## config.mk

```make
export PLATFORM = sky130hd
export DESIGN_NAME = unsorted_max_priority_queue_flat
export DESIGN_NICKNAME = d
export VERILOG_FILES = /design/src/rtl/umpq_pkg.sv /design/src/rtl/umpq_if.sv /design/src/rtl/unsorted_max_priority_queue.sv /design/src/rtl/umpq_store.sv /design/src/flat_wrapper.sv
export SDC_FILE = /design/constraint.sdc
export NUM_CORES = 2
export LEC_CHECK = 0
export ABC_AREA = 1
export ABC_CLOCK_PERIOD_IN_PS = 8700
export CAP_MARGIN = 20
export CORE_ASPECT_RATIO = 1.5
export CORE_MARGIN = 4
export CORE_UTILIZATION = 35
export DETAILED_ROUTE_END_ITERATION = 10
export DONT_BUFFER_PORTS = 1
export PLACE_DENSITY_LB_ADDON = 0.08
export SYNTH_ARGS = -nofsm -noshare
export SYNTH_HDL_FRONTEND = slang
export SYNTH_SLANG_ARGS = --single-unit
```

## constraint.sdc

```tcl
create_clock -name clk -period 8.7 [get_ports clk]
set_input_delay 0.87 -clock clk [delete_from_list [all_inputs] [get_ports clk]]
set_output_delay 0.87 -clock clk [all_outputs]
set_load 0.02 [all_outputs]
```

## src/rtl/umpq_pkg.sv

```systemverilog
`timescale 1ns / 1ps
// ----------------------------------------------------------------------------
// umpq_pkg: shared types and codes of the unsorted max priority queue
// Field widths, command codes and status codes used by the interfaces,
// the entry store and the top level.
// ----------------------------------------------------------------------------
package umpq_pkg;

  localparam int CMD_W     = 2;
  localparam int VAL_W     = 32;
  localparam int IDX_OUT_W = 6;
  localparam int STAT_W    = 2;
  localparam int CNT_OUT_W = 7;

  typedef logic [CMD_W-1:0]        cmd_t;
  typedef logic signed [VAL_W-1:0] value_t;
  typedef logic [IDX_OUT_W-1:0]    idx_out_t;
  typedef logic [STAT_W-1:0]       status_t;
  typedef logic [CNT_OUT_W-1:0]    cnt_out_t;

  localparam cmd_t CMD_INSERT = 2'd0;
  localparam cmd_t CMD_FIND   = 2'd1;
  localparam cmd_t CMD_DELETE = 2'd2;

  localparam status_t STAT_OK    = 2'd0;
  localparam status_t STAT_EMPTY = 2'd1;
  localparam status_t STAT_FULL  = 2'd2;

endpackage

```

## src/rtl/umpq_if.sv

```systemverilog
`timescale 1ns / 1ps
// ----------------------------------------------------------------------------
// umpq_if: command and result channels of the unsorted max priority queue
// Valid/ready channels; an item moves on a clock edge with both high.
// ----------------------------------------------------------------------------
interface umpq_in_if;
  import umpq_pkg::*;

  logic   valid;
  logic   ready;
  cmd_t   command;
  value_t value;

  modport source (output valid, output command, output value, input ready);
  modport sink   (input valid, input command, input value, output ready);
endinterface

interface umpq_out_if;
  import umpq_pkg::*;

  logic     valid;
  logic     ready;
  value_t   max_value;
  idx_out_t max_index;
  status_t  status;
  cnt_out_t count;
  logic     empty_flag;

  modport source (output valid, output max_value, output max_index, output status,
                  output count, output empty_flag, input ready);
  modport sink   (input valid, input max_value, input max_index, input status,
                  input count, input empty_flag, output ready);
endinterface

```

## src/rtl/unsorted_max_priority_queue.sv

```systemverilog
`timescale 1ns / 1ps
// ----------------------------------------------------------------------------
// unsorted_max_priority_queue: max priority queue over an unsorted store
// Insert appends, find-max scans the store, delete-max scans and then
// closes the gap by shifting the later entries down one place.
// ----------------------------------------------------------------------------
//
//   channel   direction  handshake          payload
//   in_item   sink       valid / ready      command, value
//   out_item  source     valid / ready      max_value, max_index, status,
//                                           count, empty_flag
//
// Find and delete-max scan every entry through the single read port of the
// entry memory, one entry per cycle; delete-max shifts only when the
// maximum is not the last entry.
// Reset clears the count and the control state; memory contents are
// never cleared, since only entries below the count are read.
// A new item is taken whenever the sequencer is idle, even while the last
// result still waits in the output register; the next result then holds.
// ----------------------------------------------------------------------------
module unsorted_max_priority_queue #(
  parameter int CAPACITY = 64
) (
  input logic        clk,
  input logic        rst_n,
  umpq_in_if.sink    in_item,
  umpq_out_if.source out_item
);
  import umpq_pkg::*;

  localparam int IW = $clog2(CAPACITY);
  localparam int CW = $clog2(CAPACITY + 1);

  // sequencer states
  localparam logic [2:0] S_IDLE    = 3'd0;
  localparam logic [2:0] S_SCAN    = 3'd1;  // issue one read per entry
  localparam logic [2:0] S_SDRAIN  = 3'd2;  // last scan read returns
  localparam logic [2:0] S_SDONE   = 3'd3;  // maximum known, pick next step
  localparam logic [2:0] S_SHIFT   = 3'd4;  // read j, write j-1
  localparam logic [2:0] S_SHDRAIN = 3'd5;  // last shift write
  localparam logic [2:0] S_FIN     = 3'd6;  // wait for the output register

  logic [2:0]    state_r, state_nxt;
  logic [CW-1:0] count_r, count_nxt;
  logic [IW-1:0] ptr_r, ptr_nxt;
  logic [IW-1:0] last_idx;
  logic          full;
  logic          accept;
  logic          out_load;

  // memory port
  logic          rd_en;
  logic [IW-1:0] rd_addr;
  value_t        rd_data;
  logic          wr_en;
  logic [IW-1:0] wr_addr;
  value_t        wr_data;

  // read tracking: address issued last cycle and whether a read was issued
  logic          rv_r;
  logic [IW-1:0] ra_r;

  cmd_t          cmd_r;
  value_t        best_r;
  logic [IW-1:0] best_idx_r;
  value_t        res_val_r;
  logic [IW-1:0] res_idx_r;
  status_t       res_stat_r;

  logic          out_valid_r;
  value_t        out_val_r;
  idx_out_t      out_idx_r;
  status_t       out_stat_r;
  cnt_out_t      out_cnt_r;
  logic          out_empty_r;

  logic [IW+IDX_OUT_W-1:0] idx_ext;
  logic [CW+CNT_OUT_W-1:0] cnt_ext;

  assign full     = (count_r >= CW'(CAPACITY));
  assign last_idx = IW'(count_r - CW'(1));
  assign in_item.ready = (state_r == S_IDLE);
  assign accept   = in_item.valid && in_item.ready;
  assign out_load = (state_r == S_FIN) && (!out_valid_r || out_item.ready);

  // index and count are reported modulo their field widths
  assign idx_ext = {{IDX_OUT_W{1'b0}}, res_idx_r};
  assign cnt_ext = {{CNT_OUT_W{1'b0}}, count_r};

  umpq_store #(
    .DEPTH (CAPACITY),
    .AW    (IW)
  ) u_store (
    .clk     (clk),
    .wr_en   (wr_en),
    .wr_addr (wr_addr),
    .wr_data (wr_data),
    .rd_en   (rd_en),
    .rd_addr (rd_addr),
    .rd_data (rd_data)
  );

  // Sequencer: drive the memory port and pick the next state.
  always_comb begin
    state_nxt = state_r;
    count_nxt = count_r;
    ptr_nxt   = ptr_r;
    rd_en     = 1'b0;
    rd_addr   = ptr_r;
    wr_en     = 1'b0;
    wr_addr   = ra_r - IW'(1);   // shift: entry read last cycle moves down one
    wr_data   = rd_data;
    unique case (state_r)
      S_IDLE: begin
        if (accept) begin
          if (in_item.command == CMD_INSERT) begin
            // append at the tail unless full; a dropped insert changes nothing
            if (!full) begin
              wr_en     = 1'b1;
              wr_addr   = count_r[IW-1:0];
              wr_data   = in_item.value;
              count_nxt = count_r + CW'(1);
            end
            state_nxt = S_FIN;
          end else if (in_item.command == CMD_FIND || in_item.command == CMD_DELETE) begin
            if (count_r == '0) begin
              state_nxt = S_FIN;
            end else begin
              ptr_nxt   = '0;
              state_nxt = S_SCAN;
            end
          end else begin
            state_nxt = S_FIN;
          end
        end
      end
      S_SCAN: begin
        rd_en = 1'b1;
        if (ptr_r == last_idx) begin
          state_nxt = S_SDRAIN;
        end else begin
          ptr_nxt = ptr_r + IW'(1);
        end
      end
      S_SDRAIN: begin
        state_nxt = S_SDONE;
      end
      S_SDONE: begin
        if (cmd_r == CMD_FIND) begin
          state_nxt = S_FIN;
        end else if (best_idx_r == last_idx) begin
          // maximum sits at the tail: drop it, nothing to shift
          count_nxt = count_r - CW'(1);
          state_nxt = S_FIN;
        end else begin
          ptr_nxt   = best_idx_r + IW'(1);
          state_nxt = S_SHIFT;
        end
      end
      S_SHIFT: begin
        rd_en = 1'b1;
        wr_en = rv_r;
        if (ptr_r == last_idx) begin
          state_nxt = S_SHDRAIN;
        end else begin
          ptr_nxt = ptr_r + IW'(1);
        end
      end
      S_SHDRAIN: begin
        wr_en     = rv_r;
        count_nxt = count_r - CW'(1);
        state_nxt = S_FIN;
      end
      S_FIN: begin
        if (out_load) begin
          state_nxt = S_IDLE;
        end
      end
      default: begin
        state_nxt = S_IDLE;
      end
    endcase
  end

  // Control registers.
  always_ff @(posedge clk) begin
    if (!rst_n) begin
      state_r     <= S_IDLE;
      count_r     <= '0;
      rv_r        <= 1'b0;
      out_valid_r <= 1'b0;
    end else begin
      state_r <= state_nxt;
      count_r <= count_nxt;
      rv_r    <= rd_en;
      if (out_load) begin
        out_valid_r <= 1'b1;
      end else if (out_item.ready) begin
        out_valid_r <= 1'b0;
      end
    end
  end

  // Datapath registers.
  always_ff @(posedge clk) begin
    ptr_r <= ptr_nxt;
    ra_r  <= rd_addr;
    if (accept) begin
      cmd_r     <= in_item.command;
      res_val_r <= '0;
      res_idx_r <= '0;
      if (in_item.command == CMD_INSERT && full) begin
        res_stat_r <= STAT_FULL;
      end else if ((in_item.command == CMD_FIND || in_item.command == CMD_DELETE)
                   && count_r == '0) begin
        res_stat_r <= STAT_EMPTY;
      end else begin
        res_stat_r <= STAT_OK;
      end
    end
    // running maximum; strict compare keeps the first occurrence
    if (rv_r && (state_r == S_SCAN || state_r == S_SDRAIN)) begin
      if (ra_r == '0 || rd_data > best_r) begin
        best_r     <= rd_data;
        best_idx_r <= ra_r;
      end
    end
    if (state_r == S_SDONE) begin
      res_val_r <= best_r;
      res_idx_r <= best_idx_r;
    end
    if (out_load) begin
      out_val_r   <= res_val_r;
      out_idx_r   <= idx_ext[IDX_OUT_W-1:0];
      out_stat_r  <= res_stat_r;
      out_cnt_r   <= cnt_ext[CNT_OUT_W-1:0];
      out_empty_r <= (count_r == '0);
    end
  end

  assign out_item.valid      = out_valid_r;
  assign out_item.max_value  = out_val_r;
  assign out_item.max_index  = out_idx_r;
  assign out_item.status     = out_stat_r;
  assign out_item.count      = out_cnt_r;
  assign out_item.empty_flag = out_empty_r;

  // The store never holds more entries than it has.
  a_count_bound: assert property (@(posedge clk) disable iff (!rst_n)
    count_r <= CW'(CAPACITY))
    else $error("entry count above capacity");

  // The scan only reads; no write may disturb the entries under inspection.
  a_scan_no_write: assert property (@(posedge clk) disable iff (!rst_n)
    (state_r == S_SCAN || state_r == S_SDRAIN || state_r == S_SDONE) |-> !wr_en)
    else $error("memory write during scan");

  // A failed command reports no value and no index.
  a_err_zero: assert property (@(posedge clk) disable iff (!rst_n)
    (out_item.valid && out_item.status != STAT_OK)
      |-> (out_item.max_value == '0 && out_item.max_index == '0))
    else $error("error result carries a value");

  // A new result enters the output register only from the finish state.
  a_load_from_fin: assert property (@(posedge clk) disable iff (!rst_n)
    $rose(out_valid_r) |-> $past(state_r) == S_FIN)
    else $error("result loaded outside finish state");

  // Shift writes trail the read pointer by two places, so no entry is
  // overwritten before it has been read.
  a_shift_order: assert property (@(posedge clk) disable iff (!rst_n)
    (state_r == S_SHIFT && wr_en) |-> (ptr_r == wr_addr + IW'(2)))
    else $error("shift write overtakes read");

endmodule

```

## src/rtl/umpq_store.sv

```systemverilog
`timescale 1ns / 1ps
// ----------------------------------------------------------------------------
// umpq_store: entry memory of the priority queue
// One write port and one read port, read data registered.
// ----------------------------------------------------------------------------
module umpq_store #(
  parameter int DEPTH = 64,
  parameter int AW    = 6
) (
  input  logic             clk,
  input  logic             wr_en,
  input  logic [AW-1:0]    wr_addr,
  input  umpq_pkg::value_t wr_data,
  input  logic             rd_en,
  input  logic [AW-1:0]    rd_addr,
  output umpq_pkg::value_t rd_data
);
  import umpq_pkg::*;

  value_t mem [DEPTH];

  always_ff @(posedge clk) begin
    if (wr_en) begin
      mem[wr_addr] <= wr_data;
    end
    if (rd_en) begin
      rd_data <= mem[rd_addr];
    end
  end

endmodule
```

## src/flat_wrapper.sv

```systemverilog
// flat-port wrapper written by rule: the top's interface ports become plain ports
module unsorted_max_priority_queue_flat import umpq_pkg::*;
#(
  parameter int CAPACITY = 64
)
  (clk, rst_n, in_item_valid, in_item_command, in_item_value, in_item_ready, out_item_valid, out_item_max_value, out_item_max_index, out_item_status, out_item_count, out_item_empty_flag, out_item_ready);
  umpq_in_if in_item_i ();
  umpq_out_if out_item_i ();
  input logic clk;
  input logic rst_n;
  input wire logic [$bits(in_item_i.valid)-1:0] in_item_valid;
  input wire logic [$bits(in_item_i.command)-1:0] in_item_command;
  input wire logic [$bits(in_item_i.value)-1:0] in_item_value;
  output wire logic [$bits(in_item_i.ready)-1:0] in_item_ready;
  output wire logic [$bits(out_item_i.valid)-1:0] out_item_valid;
  output wire logic [$bits(out_item_i.max_value)-1:0] out_item_max_value;
  output wire logic [$bits(out_item_i.max_index)-1:0] out_item_max_index;
  output wire logic [$bits(out_item_i.status)-1:0] out_item_status;
  output wire logic [$bits(out_item_i.count)-1:0] out_item_count;
  output wire logic [$bits(out_item_i.empty_flag)-1:0] out_item_empty_flag;
  input wire logic [$bits(out_item_i.ready)-1:0] out_item_ready;
  assign in_item_i.valid = in_item_valid;
  assign in_item_i.command = in_item_command;
  assign in_item_i.value = in_item_value;
  assign in_item_ready = in_item_i.ready;
  assign out_item_valid = out_item_i.valid;
  assign out_item_max_value = out_item_i.max_value;
  assign out_item_max_index = out_item_i.max_index;
  assign out_item_status = out_item_i.status;
  assign out_item_count = out_item_i.count;
  assign out_item_empty_flag = out_item_i.empty_flag;
  assign out_item_i.ready = out_item_ready;
  unsorted_max_priority_queue #(.CAPACITY(CAPACITY)) u_core (.clk(clk), .rst_n(rst_n), .in_item(in_item_i), .out_item(out_item_i));
endmodule
```

## Word level (Yosys, flattened, before mapping)

Memories as Yosys holds them, arrays and structs flattened. A register that Yosys moved wholly into a read port is not among the register bits.
Cells that the tools add are included.

- Register bits: 152
- Bits in writable memories: 2048
- Input port bits: 38
- Output and inout bits: 50
- Logic and storage cells: 119
- Memories kept: 1

- Add/subtract/negate cells: 5
- $lt $le $gt $ge: 2
- Eq/ne operators: 24
- Mux-type cells: 46
- Reductions and logical operators: 24

Memory list:

| name | depth | bits a word | read ports | clocked after Yosys merged registers in | wr ports | line | source |
|---|---|---|---|---|---|---|---|
| u_core.u_store.mem | 64 | 32 | 1 | 1 | 1 | umpq_store.sv:20 | `value_t mem [DEPTH];` |

Operators by type and width:

| operator | number |
|---|---|
| 32-bit two-way mux | 6 |
| 6-bit two-way mux | 13 |
| 7-bit two-way mux | 5 |
| 32-bit greater-than comparator | 1 |
| 3-bit two-way mux | 8 |
| 3-bit case mux with 7 select lines | 1 |
| 7-bit case mux with 3 select lines | 1 |
| 2-bit inequality test, second input constant | 9 |
| 6-bit case mux with 3 select lines | 1 |
| 6-bit by 1-bit adder with 6-bit output, second input constant | 2 |
| 6-bit equality test | 2 |
| 3-bit equality test, second input constant | 3 |
| 1-bit two-way mux | 9 |
| 2-bit by 1-bit inequality test with 1-bit output, second input constant | 4 |
| 8-bit AND reduction | 1 |
| 7-bit by 1-bit adder with 7-bit output, second input constant | 1 |
| 7-bit greater-or-equal comparator, second input constant | 1 |
| 7-bit zero test | 1 |
| 7-bit by 1-bit subtractor with 7-bit output, second input constant | 1 |
| 3-bit by 2-bit equality test with 1-bit output, second input constant | 2 |
| 6-bit zero test | 1 |
| 6-bit AND reduction | 1 |
| 3-bit nonzero test | 2 |
| 6-bit by 1-bit subtractor with 6-bit output, second input constant | 1 |
| 14 further kinds | 24 |

## Logic depth before layout (Yosys ltp)

- Depth after elaboration: 7
- Depth in mapped cells: 16
- Gate-level depth less buffers: 16

## Modules after synthesis

A second synthesis with hierarchy kept.

- Cells, all modules: 7504
- Area, all modules: 90375.4 um2

Modules (own cells, without submodules):

| module | instances | cells an instance | area each (um2) | seq. area each (um2) |
|---|---|---|---|---|
| umpq_store | 1 | 6769 | 83058.4 | 62459.9 |
| unsorted_max_priority_queue | 1 | 735 | 7317.0 | 4384.2 |

## Worst setup path before layout

No wires, ideal clock.

- Path kind: input to register
- Start: input port out_item_ready
- End: register u_core.out_cnt_r[0], in the netlist u_core.out_item.count[0], enable pin
- Library setup time: 576 ps
- Arrival: 5547 ps
- Required time: 8124 ps
- Path slack: 2577 ps
- Cell stages on the path: 2
- Buffers on the path: 0
- Path through: nor2_1 > nor4_1

- Longest elaborated chain between the ends: 2

Ends and longest elaborated chain:

| item | line | source |
|---|---|---|
| start: declaration | flat_wrapper.sv:21 | `input wire logic [$bits(out_item_i.ready)-1:0] out_item_ready;` |
| 1-bit logical OR | unsorted_max_priority_queue.sv:84 | `assign out_load = (state_r == S_FIN) && (!out_valid_r \|\| out_item.ready);` |
| 1-bit logical AND | unsorted_max_priority_queue.sv:84 |  |
| named net u_core.out_load | unsorted_max_priority_queue.sv:49 | `logic out_load;` |
| end signal: assignment | unsorted_max_priority_queue.sv:236 | `out_cnt_r <= cnt_ext[CNT_OUT_W-1:0];` |
| end: declaration | unsorted_max_priority_queue.sv:74 | `cnt_out_t out_cnt_r;` |

The timed path passes the listed nets, and every way through them passes these cells.
A chain may end at the register's enable or synchronous reset.

## Worst setup path after layout

- Start: register u_core.state_r[0]
- End: memory u_core.u_store.mem[55][29] (netlist name), enable pin

- Longest elaborated chain between the ends: 6
- Elaborated cells on any way between the ends: 11

Ends and longest elaborated chain:

| item | line | source |
|---|---|---|
| start: declaration | unsorted_max_priority_queue.sv:43 | `logic [2:0] state_r, state_nxt;` |
| start signal: assignment | unsorted_max_priority_queue.sv:193 | `state_r <= state_nxt;` |
| 3-bit zero test * | unsorted_max_priority_queue.sv:82 | `assign in_item.ready = (state_r == S_IDLE);` |
| 1-bit logical AND * | unsorted_max_priority_queue.sv:83 | `assign accept = in_item.valid && in_item.ready;` |
| named net u_core.accept | unsorted_max_priority_queue.sv:48 | `logic accept;` |
| 1-bit two-way mux | unsorted_max_priority_queue.sv:115 | `if (accept) begin` |
| 1-bit case mux with 2 select lines | unsorted_max_priority_queue.sv:113 | `unique case (state_r)` |
| 1-bit two-way mux | umpq_store.sv:23 | `if (wr_en) begin` |
| 1-bit two-way mux (not written as such) | umpq_store.sv:24 | `mem[wr_addr] <= wr_data;` |
| end: declaration | umpq_store.sv:20 |  |

Mark *: on every way through the listed nets, which the timed path passes. The rest lies on a longest branch.

==> results.sh <==
export IMPL_status="finished clean"
export IMPL_period_needed_ns=4.46
export IMPL_utilization=0.397
export IMPL_post_cts_setup_buffers=0
export IMPL_power_density_nw_per_um2=371
export IMPL_fin_crit_sh=0.512
export IMPL_ys_types=40
export IMPL_rsz0062_at_grt="false"
export IMPL_fin_cells=10300
export IMPL_drt_iter0_markers=4972
export IMPL_slowest_stage="nor2_8"
export IMPL_start_util=0.352
export IMPL_slew_headroom=0.266
export IMPL_peakVddDrop_uv=295
export IMPL_dr_pass1_iters=5
export IMPL_share_seq_of_total_power=0.385
export IMPL_grt_pass1_vias=54000
export IMPL_timing_worst_slew_pin_value_ns=1.10
export IMPL_skew_ns=0.0383
export IMPL_end_kind="flop"
export IMPL_p_leak_nw=32.2
export IMPL_final_common_cell="edfxtp_1"
export IMPL_die_w_um=419
export IMPL_core_sq_um=251000
export IMPL_top_usage_layer="met2"
export IMPL_syn_nets=6994
export IMPL_combPwrFrac=0.361
export IMPL_fillers=23600
export IMPL_h_tree_depth=4
export IMPL_use_met1=0.285
export IMPL_vias=55400
export IMPL_cts_root_buffer_cell="clkbuf_16"
export IMPL_viasPerCell=5.38
export IMPL_hold_viol=0
export IMPL_postCtsHoldBufs=0
export IMPL_final_cell_mix="edfxtp_1, nor2_1, o21ai_0, nand2_1, o22ai_1"
export IMPL_postCtsResizedCells=0
export IMPL_antenna_found_initial=16
export IMPL_crit_type="reg2reg"
export IMPL_crit_path_max_fanout=45
export IMPL_yosysWarnings=0
export IMPL_intPower_mw=22.2
export IMPL_gp_congestion=0.810
export IMPL_grt_max_degree=171
export IMPL_ioPinCount=88
export IMPL_dp_hpwl_um=152000
export IMPL_synth_cells=6918
export IMPL_die_y_um=624
export IMPL_synth_seq_cells=2232
export IMPL_switchingPower_mw=14.9
export IMPL_syn_area_per_cell_sq_um=12.8
export IMPL_cts_buffers=219
export IMPL_place_area_sq_um=92600
export IMPL_cp_cell_sequence="nor2_4 -> nand2_2 -> nor2_4 -> inv_2 -> nor2_8 -> inv_2 -> o21ai_2 -> inv_1 -> nor2_2 -> nand2_1 -> nor2_4 -> buf_4"
export IMPL_clkSinkCount=2232
export IMPL_hold_ws_ns=0.136
export IMPL_grt_pass1_wl_um=393000
export IMPL_final_setup_worst_slack_ns=4.24
export IMPL_path_clk_slew_ns=0.06
export IMPL_nNetsFinal=6903
export IMPL_total_power_mw=37.0
export IMPL_port_buffers=0
export IMPL_cp_slowest_stage_delay_ns=0.59
export IMPL_cp_start_kind="flop"
export IMPL_arrival_ns=4.92
export IMPL_final_max_slew_viol_count=0
export IMPL_switching_share=0.401
export IMPL_areaGrowthSynthToFinish_pct=12.7
export IMPL_r2r_slack_ns=4.24
export IMPL_pre_cts_slack_ns=3.74
export IMPL_hold_class="in2reg"
export IMPL_layout_drive_gt1_share=0.0822
export IMPL_wl_per_cell_um=26.7
export IMPL_max_clock_freq_ghz=0.224
export IMPL_use_met3=0.0229
export IMPL_clk_path_buf_depth=4
export IMPL_crit_path_frequent_cell="nor2_4"
export IMPL_finalSetupViolations=0
export IMPL_grt_use_total=0.205
export IMPL_cap_violations=0
export IMPL_synthesis_area_sq_um=88500
export IMPL_clock_latency_ns=0.86
export IMPL_final_area_sq_um=99700
export IMPL_cp_required_ns=9.17
export IMPL_tns_ns=0
export IMPL_cts_tree="done"
export IMPL_clockPowerShare=0.253
export IMPL_ant_nets=0
export IMPL_met2_usage=0.335
export IMPL_drc=0
export IMPL_wirelength_um=275000
export IMPL_rows=225
export IMPL_grt_ovfl_total=0
export IMPL_dieArea_sq_um=261000
export IMPL_ys_seq_area_frac=0.755
export IMPL_placed_cells=9886
## flip-flops by register name, summed over array words and instances (netlist names)
register                    count
u_core.u_store.mem           2048
u_core.best_r                  32
u_core.out_item.max_value      32
u_core.res_val_r               32
u_core.u_store.rd_data         32
u_core.count_r                  7
u_core.out_item.count           7
u_core.best_idx_r               6
u_core.out_item.max_index       6
u_core.ptr_r                    6
u_core.ra_r                     6
u_core.res_idx_r                6
u_core.state_r                  3
u_core.cmd_r                    2
u_core.out_item.status          2
u_core.res_stat_r               2
u_core.out_item.empty_flag      1
u_core.out_item.valid           1
u_core.rv_r                     1
## final timing paths
kind | start | to | depth (start not counted)
min | rst_n | u_core.count_r[3] | 2
min reg2reg | u_core.res_idx_r[3] | u_core.out_item.max_index[3] | 0
max | u_core.state_r[0] | u_core.u_store.mem[55][29] | 12
max reg2reg | u_core.state_r[0] | u_core.u_store.mem[55][29] | 12
## power by group through the flow
stage	Clock (mW)	Combinational, mW	Sequential (mW)
6_report	9.38	13.4	14.3
5_1_grt	10.0	14.6	14.3
4_1_cts	9.64	13.6	14.3
3_5_place_dp	0	13.5	14.5
3_3_place_gp	0	13.5	14.5
2_1_floorplan	0	7.55	14.4
## final cells by class
type / instances / area, sq um / area share
diodes: 24 / 60.1 / 0.000602
clock buffers: 280 / 5850 / 0.0587
clock inverters: 101 / 1010 / 0.0101
inverters: 116 / 464 / 0.00465
multi-input cells: 4111 / 19900 / 0.199
flip-flops and latches: 2232 / 66800 / 0.670
well taps: 3291 / 4120 / 0.0413
repair buffers: 147 / 1510 / 0.0152
## cell families after synthesis
kind of cell | after synthesis | share of synthesized area
AOI/OAI and AO/OA | 1620 | 0.0997
and+or+nand+nor | 2442 | 0.112
adders and majority gates | 38 | 0.00537
buffers and inverters | 575 | 0.0266
xor gates and xnor gates | 11 | 0.00109
DFF | 2232 | 0.755
## Yosys cell counts (all sizes together)
cell type,count,area (sq um)
o211a,1,10.0
nand4,10,62.6
o21a,2,15.0
nor4,2,12.5
a21o,2,15.0
o21ai,1063,5340
xnor2,4,35.0
o211ai,12,90.1
o221ai,1,8.76
nand2,764,2880
nor2,1190,4510
a21oi,30,154
dfxtp,18,360
clkbuf,299,1120
ha,38,475
o22ai,509,3180
nand3,438,2200
and2,26,163
nor3,8,45.0
nand3b,1,7.51
buf,160,800
xor2,7,61.3
or2,3,18.8
edfxtp,2214,66500
clkinv,2,7.51
inv,114,428
## layer usage
layer / part of all wire / vias up
met5: 0 / -
met4: 0.033 / 0
met3: 0.051 / 351
met2: 0.47 / 1468
met1: 0.44 / 28400
li1: - / 25200
## critical path: cells and delay by family (launching register included)
kind | cells | cell delay, ns
AO/OA/AOI/OAI | 1 | 0.44
AND/OR/NAND/NOR | 7 | 1.95
flip-flops | 1 | 0.37
buffers and inverters | 4 | 1.26
No activity file was read; power rests on OpenSTA's default activity.
